**src/rtl/core/utf8_stream_validator_top_assert.svh**
```systemverilog
// Assertion macros for the UTF-8 stream validator.
`ifndef UTF8_STREAM_VALIDATOR_TOP_ASSERT_SVH
`define UTF8_STREAM_VALIDATOR_TOP_ASSERT_SVH

`ifndef SYNTHESIS
// Same-cycle implication, disabled during reset.
`define U8VAL_ASSERT_SAME(label, clk, rst, ante, cons) \
  label: assert property (@(posedge clk) disable iff (rst) (ante) |-> (cons)) \
    else $error("u8val assertion failed");
// Next-cycle implication, disabled during reset.
`define U8VAL_ASSERT_NEXT(label, clk, rst, ante, cons) \
  label: assert property (@(posedge clk) disable iff (rst) (ante) |=> (cons)) \
    else $error("u8val assertion failed");
`else
`define U8VAL_ASSERT_SAME(label, clk, rst, ante, cons)
`define U8VAL_ASSERT_NEXT(label, clk, rst, ante, cons)
`endif

`endif

```
**src/rtl/core/u8val_pkg.sv**
```systemverilog
// Types and constants shared by the UTF-8 stream validator.
package u8val_pkg;

  localparam int CODE_W = 21;

  typedef enum logic [2:0] {
    ERR_NONE     = 3'd0,
    ERR_NUL      = 3'd1,
    ERR_LEAD     = 3'd2,
    ERR_CONT     = 3'd3,
    ERR_OVERLONG = 3'd4,
    ERR_RANGE    = 3'd5,
    ERR_TRUNC    = 3'd6
  } err_kind_t;

  // sequence length classes
  localparam logic [1:0] CLS_NONE  = 2'd0;
  localparam logic [1:0] CLS_TWO   = 2'd1;
  localparam logic [1:0] CLS_THREE = 2'd2;
  localparam logic [1:0] CLS_FOUR  = 2'd3;

  localparam logic [7:0] LEAD2_LO = 8'hC2;
  localparam logic [7:0] LEAD2_HI = 8'hDF;
  localparam logic [7:0] LEAD3_LO = 8'hE0;
  localparam logic [7:0] LEAD3_HI = 8'hEF;
  localparam logic [7:0] LEAD4_LO = 8'hF0;
  localparam logic [7:0] LEAD4_HI = 8'hF4;

  localparam logic [CODE_W-1:0] CODE_MAX = 21'h10FFFF;
  localparam logic [CODE_W-1:0] SURR_LO  = 21'h00D800;
  localparam logic [CODE_W-1:0] SURR_HI  = 21'h00DFFF;

  // smallest code point each length class may encode
  localparam logic [CODE_W-1:0] CLASS_MIN [4] = '{
    21'h000000, 21'h000080, 21'h000800, 21'h010000
  };

endpackage

```
**src/rtl/core/u8val_if.sv**
```systemverilog
// Valid/ready channels for text bytes in and verdicts out.
interface u8val_in_if;
  logic       valid;
  logic       ready;
  logic [7:0] text_byte;
  logic       final_byte;

  modport source (output valid, output text_byte, output final_byte, input ready);
  modport sink (input valid, input text_byte, input final_byte, output ready);
endinterface

interface u8val_out_if;
  logic       valid;
  logic       ready;
  logic       still_valid;
  logic [2:0] error_kind;
  logic       text_done;

  modport source (output valid, output still_valid, output error_kind, output text_done,
                  input ready);
  modport sink (input valid, input still_valid, input error_kind, input text_done,
                output ready);
endinterface

```
**src/rtl/core/utf8_stream_validator_top.sv**
```systemverilog
// Top level of the UTF-8 stream validator.
// Takes one text byte per beat and returns one verdict beat per byte: whether the
// text is still strict UTF-8 with no NUL, and the first error kind met. The verdict
// for a byte appears in the cycle after it is accepted, from a single output register.
// The block accepts a byte every cycle; byte_in.ready drops only while a finished
// verdict waits in that register and result_out.ready is low. Decoder state clears
// after the byte marked final_byte, so the next byte starts a new text.
`include "utf8_stream_validator_top_assert.svh"

module utf8_stream_validator_top (
  input  logic              clk,
  input  logic              rst,
  u8val_in_if.sink          byte_in,
  u8val_out_if.source       result_out
);

  logic [1:0]                      bytes_pending, pending_next;
  logic [u8val_pkg::CODE_W-1:0]    code_value, code_next;
  logic [1:0]                      sequence_class, class_next;
  logic                            error_seen, seen_next;
  u8val_pkg::err_kind_t            first_error, first_next;

  logic                            out_valid;
  logic                            out_still_valid;
  u8val_pkg::err_kind_t            out_kind;
  logic                            out_done;

  logic                            in_acc;
  logic                            hit;
  u8val_pkg::err_kind_t            hit_kind;
  logic [u8val_pkg::CODE_W-1:0]    cont_value;
  logic [1:0]                      pend_dec;
  logic                            res_valid;
  u8val_pkg::err_kind_t            res_kind;

  assign byte_in.ready = !out_valid || result_out.ready;
  assign in_acc        = byte_in.valid && byte_in.ready;

  assign cont_value = {code_value[u8val_pkg::CODE_W-7:0], byte_in.text_byte[5:0]};
  assign pend_dec   = bytes_pending - 2'd1;

  always_comb begin
    pending_next = bytes_pending;
    code_next    = code_value;
    class_next   = sequence_class;
    seen_next    = error_seen;
    first_next   = first_error;
    hit          = 1'b0;
    hit_kind     = u8val_pkg::ERR_NONE;
    if (!error_seen) begin
      if (bytes_pending == 2'd0) begin
        if (byte_in.text_byte == 8'h00) begin
          hit      = 1'b1;
          hit_kind = u8val_pkg::ERR_NUL;
        end else if (!byte_in.text_byte[7]) begin
          hit = 1'b0; // plain ASCII, nothing opens
        end else if (byte_in.text_byte >= u8val_pkg::LEAD2_LO &&
                     byte_in.text_byte <= u8val_pkg::LEAD2_HI) begin
          pending_next = 2'd1;
          class_next   = u8val_pkg::CLS_TWO;
          code_next    = {16'd0, byte_in.text_byte[4:0]};
        end else if (byte_in.text_byte >= u8val_pkg::LEAD3_LO &&
                     byte_in.text_byte <= u8val_pkg::LEAD3_HI) begin
          pending_next = 2'd2;
          class_next   = u8val_pkg::CLS_THREE;
          code_next    = {17'd0, byte_in.text_byte[3:0]};
        end else if (byte_in.text_byte >= u8val_pkg::LEAD4_LO &&
                     byte_in.text_byte <= u8val_pkg::LEAD4_HI) begin
          pending_next = 2'd3;
          class_next   = u8val_pkg::CLS_FOUR;
          code_next    = {18'd0, byte_in.text_byte[2:0]};
        end else begin
          hit      = 1'b1;
          hit_kind = u8val_pkg::ERR_LEAD;
        end
      end else if (byte_in.text_byte[7:6] != 2'b10) begin
        hit      = 1'b1;
        hit_kind = u8val_pkg::ERR_CONT;
      end else begin
        code_next    = cont_value;
        pending_next = pend_dec;
        // range checks once the last continuation is in
        if (pend_dec == 2'd0) begin
          if (cont_value < u8val_pkg::CLASS_MIN[sequence_class]) begin
            hit      = 1'b1;
            hit_kind = u8val_pkg::ERR_OVERLONG;
          end else if (cont_value > u8val_pkg::CODE_MAX ||
                       (cont_value >= u8val_pkg::SURR_LO &&
                        cont_value <= u8val_pkg::SURR_HI)) begin
            hit      = 1'b1;
            hit_kind = u8val_pkg::ERR_RANGE;
          end else begin
            code_next  = '0;
            class_next = u8val_pkg::CLS_NONE;
          end
        end
      end
      if (!hit && byte_in.final_byte && pending_next != 2'd0) begin
        hit      = 1'b1;
        hit_kind = u8val_pkg::ERR_TRUNC;
      end
      if (hit) begin
        seen_next    = 1'b1;
        first_next   = hit_kind;
        pending_next = 2'd0;
        code_next    = '0;
        class_next   = u8val_pkg::CLS_NONE;
      end
    end
    res_valid = !seen_next;
    res_kind  = seen_next ? first_next : u8val_pkg::ERR_NONE;
  end

  always_ff @(posedge clk) begin
    if (rst) begin
      bytes_pending  <= 2'd0;
      code_value     <= '0;
      sequence_class <= u8val_pkg::CLS_NONE;
      error_seen     <= 1'b0;
      first_error    <= u8val_pkg::ERR_NONE;
    end else if (in_acc) begin
      if (byte_in.final_byte) begin
        bytes_pending  <= 2'd0;
        code_value     <= '0;
        sequence_class <= u8val_pkg::CLS_NONE;
        error_seen     <= 1'b0;
        first_error    <= u8val_pkg::ERR_NONE;
      end else begin
        bytes_pending  <= pending_next;
        code_value     <= code_next;
        sequence_class <= class_next;
        error_seen     <= seen_next;
        first_error    <= first_next;
      end
    end
  end

  always_ff @(posedge clk) begin
    if (rst) begin
      out_valid <= 1'b0;
    end else if (in_acc) begin
      out_valid <= 1'b1;
    end else if (result_out.ready) begin
      out_valid <= 1'b0;
    end
  end

  always_ff @(posedge clk) begin
    if (in_acc) begin
      out_still_valid <= res_valid;
      out_kind        <= res_kind;
      out_done        <= byte_in.final_byte;
    end
  end

  assign result_out.valid       = out_valid;
  assign result_out.still_valid = out_still_valid;
  assign result_out.error_kind  = out_kind;
  assign result_out.text_done   = out_done;

  // a clean verdict never carries an error kind
  `U8VAL_ASSERT_SAME(a_clean_no_kind, clk, rst, out_valid && out_still_valid, out_kind == u8val_pkg::ERR_NONE)
  // open sequence and its length class agree
  `U8VAL_ASSERT_SAME(a_class_match, clk, rst, 1'b1, (bytes_pending == 2'd0) == (sequence_class == u8val_pkg::CLS_NONE))
  // last byte of a text leaves the decoder clear
  `U8VAL_ASSERT_NEXT(a_final_clears, clk, rst, in_acc && byte_in.final_byte, bytes_pending == 2'd0 && !error_seen)
  // an error stays until the text ends
  `U8VAL_ASSERT_NEXT(a_err_sticky, clk, rst, in_acc && error_seen && !byte_in.final_byte, error_seen && first_error == $past(first_error))

endmodule

```
**src/flat_wrapper.sv**
```systemverilog
// flat-port wrapper written by rule: the top's interface ports become plain ports
module utf8_stream_validator_top_flat 
  (clk, rst, byte_in_valid, byte_in_text_byte, byte_in_final_byte, byte_in_ready, result_out_valid, result_out_still_valid, result_out_error_kind, result_out_text_done, result_out_ready);
  u8val_in_if byte_in_i ();
  u8val_out_if result_out_i ();
  input  logic clk;
  input  logic rst;
  input wire logic [$bits(byte_in_i.valid)-1:0] byte_in_valid;
  input wire logic [$bits(byte_in_i.text_byte)-1:0] byte_in_text_byte;
  input wire logic [$bits(byte_in_i.final_byte)-1:0] byte_in_final_byte;
  output wire logic [$bits(byte_in_i.ready)-1:0] byte_in_ready;
  output wire logic [$bits(result_out_i.valid)-1:0] result_out_valid;
  output wire logic [$bits(result_out_i.still_valid)-1:0] result_out_still_valid;
  output wire logic [$bits(result_out_i.error_kind)-1:0] result_out_error_kind;
  output wire logic [$bits(result_out_i.text_done)-1:0] result_out_text_done;
  input wire logic [$bits(result_out_i.ready)-1:0] result_out_ready;
  assign byte_in_i.valid = byte_in_valid;
  assign byte_in_i.text_byte = byte_in_text_byte;
  assign byte_in_i.final_byte = byte_in_final_byte;
  assign byte_in_ready = byte_in_i.ready;
  assign result_out_valid = result_out_i.valid;
  assign result_out_still_valid = result_out_i.still_valid;
  assign result_out_error_kind = result_out_i.error_kind;
  assign result_out_text_done = result_out_i.text_done;
  assign result_out_i.ready = result_out_ready;
  utf8_stream_validator_top u_core (.clk(clk), .rst(rst), .byte_in(byte_in_i), .result_out(result_out_i));
endmodule
```
**config.mk**
```make
export PLATFORM = sky130hd
export DESIGN_NAME = utf8_stream_validator_top_flat
export DESIGN_NICKNAME = d
export VERILOG_FILES = /design/src/rtl/core/u8val_pkg.sv /design/src/rtl/core/u8val_if.sv /design/src/rtl/core/utf8_stream_validator_top.sv /design/src/flat_wrapper.sv
export VERILOG_INCLUDE_DIRS = /design/src /design/src/rtl/core
export SDC_FILE = /design/constraint.sdc
export NUM_CORES = 1
export LEC_CHECK = 0
export BUFFER_PORTS_ARGS = -buffer_cell sky130_fd_sc_hd__buf_2
export CORE_UTILIZATION = 45
export CTS_CLUSTER_DIAMETER = 80
export DETAILED_ROUTE_END_ITERATION = 8
export GPL_TIMING_DRIVEN = 1
export SLEW_MARGIN = 20
export SYNTH_ARGS = -nofsm -noshare
export SYNTH_HDL_FRONTEND = slang
export SYNTH_SLANG_ARGS = --single-unit
```
**constraint.sdc**
```tcl
create_clock -name clk -period 3.1 [get_ports clk]
set_input_delay 0.62 -clock clk [delete_from_list [all_inputs] [get_ports clk]]
set_output_delay 0.62 -clock clk [all_outputs]
set_load 0.05 [all_outputs]
```
==> impl_results.md <==
- Worst slew pin tran: 580.9 ps
- Post-synthesis sequential area ratio: 0.3698
- RSZ-0062 raised after global routing: no
- HP Class: register to register
- Initial core utilization: 0.4658
- Vias in the first global route: 1,383
- Final hold vios: 0
- Vias: 1,480
- Slew HR: 0.6027
- Critical path class: register to register
- Antenna violations before repair: 0
- Post-synthesis async set-or-reset flop share: 0
- # rows: 22
- Routed vias/inst: ~5.8
- Yosys cell types: 57
- Max-slew violation count: 0
- Wirelength per Cell: 14.14 um
- DR iter-0 viols: 48
- DRC viols: 0
- I/O pins: 20
- NetSw: 231.6 uW
- Synthesis warning total: 0
- First-pass GRT wire length: roughly 6.4 mm
- Final HPWL DP: 2.730 mm
- Post_cts resized: 0
- Main synth FF type: dfxtp_1
- Worst r2r dst: u_core.result_out.error_kind[1]
- Final period util: 0.8143
- Cell Area, Synth: ~1700 um2
- CTS clk-pin slew, worst paths: 70 ps
- Layout net count: 225
- CTS Buffer Depth: 2
- Share of layout cells above drive strength 1: 0.2153
- Leakage: roughly 0.00071 uW
- WHS Path Cells: 2
- Comb pwr share: 0.141
- Crit. End Element: register
- Worst Path Arrival: about 2600 ps
- Sequential power share: 0.462
- Fin Setup TNS: 0 ps
- Largest net degree at the start of global routing: 19
- Layout Utilization: 0.5260
- Core Area: approximately 3700 um2
- Die area: 4040 um2
- Required @ worst endpoint: 3170 ps
- Most frequent cell after synthesis: dfxtp_1
- Crit path time final: approximately 2500 ps
- Port Buf Inserts: 19
- Clk Latency, worst-skew pair: 280 ps
- Global-route usage over all layers: 0.2028
- Reg-to-reg startpoint: u_core.bytes_pending[0]
- Startpoint types: register
- Clock root buffer master: clkbuf_8
- Worst Hold Path EP: u_core.first_error[2]
- Slowest-stage cell, CP: a2111oi_0
- Yosys top cell by area: dfxtp_1
- Pwr dens: 450.7 nW/um2
- Worst Reg-to-Reg Cells: 7
- Reg2Reg Setup Slack: ~580 ps
- Die X: roughly 64 um
- Hold_ws: 453.0 ps
- Total grt overflow: 0
- Worst Hold Launch: u_core.first_error[2]
- Wirelength, routed: 3.635 mm
- CTS tree: built
- Synth top area cells: dfxtp_1 (28%), edfxtp_1 (8.8%), mux2_2 (4.6%), mux2i_1 (4.1%), inv_1 (3.7%)
- Crit Path Max Fanout: 14
- GP Congestion: 0.8735
- Avg Cell Area, Syn: 9.023 um2
- Slowest stage delay, CP: 550 ps
- Yosys reg bits: 29
- Sw Share: 0.2669
- Final setup viols: 0
- Post-Syn Instances: 189
- Fmax: 0.3962 GHz
- Most frequent cells after synthesis: dfxtp_1 (24), inv_1 (17), nand2_1 (17), nor2_1 (17)
- Total CTS buffers: 5
- ANT nets after route: 0
- Peak supply drop: around 0.00023 V
- Clock group share of total power: 0.398
- # diodes: 0
- CP Cell Sequence: inv_1 > ha_1 > nand2b_1 > a21oi_1 > a2111oi_0 > o31ai_1 > o41ai_1
- Synth top area share: 0.2817
- Post-Syn Nets: 206
- Area grow syn2layout: 12.91%
- TritonCTS Sinks: 29
- Hold_buf cts: 0
- First-pass DRT Iterations: 4
- Post-synth EDFFs: 5
- Die Y: 63.56 um
- Internal power: around 640 uW
- Status: finished, final reports clean
- Final Skew: 7.086 ps
- Maxcap violations: 0
- # H-tree levels: 2
- Post-CTS setup buffers: 0
[cell families after synthesis]
group | after synthesis | share of synthesized area
DFF | 29 | 0.3698
buffers and inverters | 26 | 0.06749
and+or+nand+nor | 74 | 0.2502
muxes | 14 | 0.08731
adders and majority gates | 4 | 0.02935
AOI/OAI and AO/OA | 42 | 0.1959
[per-layer routing]
layer	global-route usage	part of all wire	up-vias
li1	-	-	725
met1	0.2573	0.46	713
met2	0.3364	0.48	36
met3	0.03986	0.048	6
met4	0.07670	0.016	0
met5	0	0	-
[layout by cell type, fill, tap and decap left out, types with 7 or more instances in the layout]
| cell type | n |
|---|---|
| inv_1 | 17 |
| nand2_1 | 17 |
| a21oi_1 | 8 |
| dfxtp_1 | 24 |
| buf_2 | 19 |
| mux2i_1 | 7 |
| mux2_2 | 7 |
| nor2_1 | 17 |
| o21ai_0 | 8 |
| clkbuf_8 | 7 |
[power groups by stage]
stage	Combinational, uW	Sequential (uW)	Clock (uW)
floorplan	73.1	427	0
global placement	120	409	0
detailed placement	121	409	0
CTS	122	401	352
global route	133	402	372
finish	122	401	345
[worst max path at each step]
stage / end / slack (ps) / startpoint / depth (start not counted)
after floorplan: u_core.code_value[5] / 830 / result_out_ready / 6
after global placement: u_core.result_out.error_kind[1] / 740 / byte_in_text_byte[3] / 6
after detailed placement: u_core.result_out.error_kind[1] / 660 / byte_in_text_byte[6] / 6
after CTS: u_core.result_out.error_kind[1] / 630 / u_core.bytes_pending[0] / 7
after global routing: u_core.result_out.error_kind[1] / 340 / u_core.bytes_pending[0] / 7
final: u_core.result_out.error_kind[1] / 580 / u_core.bytes_pending[0] / 7
[through the flow]
stage               setup slack, ps  std cells  cell area (um2)  power, uW
floorplan                     830.0        189             1705      500.0
global placement              738.0        249             1824      528.6
detailed placement            658.0        249             1824      530.1
CTS                           632.8        257             1926      875.2
global route                  335.0        257             1926      906.8
finish                        575.7        257             1926      867.9
[state kept, by name (all words and copies together) (netlist names)]
| register | count |
|---|---|
| u_core.sequence_class | 2 |
| u_core.result_out.text_done | 1 |
| u_core.error_seen | 1 |
| u_core.bytes_pending | 2 |
| u_core.first_error | 3 |
| u_core.result_out.still_valid | 1 |
| u_core.result_out.valid | 1 |
| u_core.result_out.error_kind | 3 |
| u_core.code_value | 15 |
[critical path: cells and delay by family, from the launching register on]
family	cells	cell delay [ps]
AOI/OAI and AO/OA	4	1270
DFF	1	370
adders and majority gates	1	430
buffers and inverters	1	80
and+or+nand+nor	1	170
[cell type report]
| class | instances | area [um2] |
|---|---|---|
| Clock buffer | 7 | 96.34 |
| Multi-Input combinational cell | 134 | 959.7 |
| Tap cell | 48 | 60.06 |
| Fill cell | 343 | 1735 |
| Sequential cell | 29 | 630.6 |
| Clock inverter | 1 | 5.005 |
| Inverter | 17 | 63.81 |
| Timing Repair Buffer | 21 | 110.1 |
(Power assumes the default switching activity.)
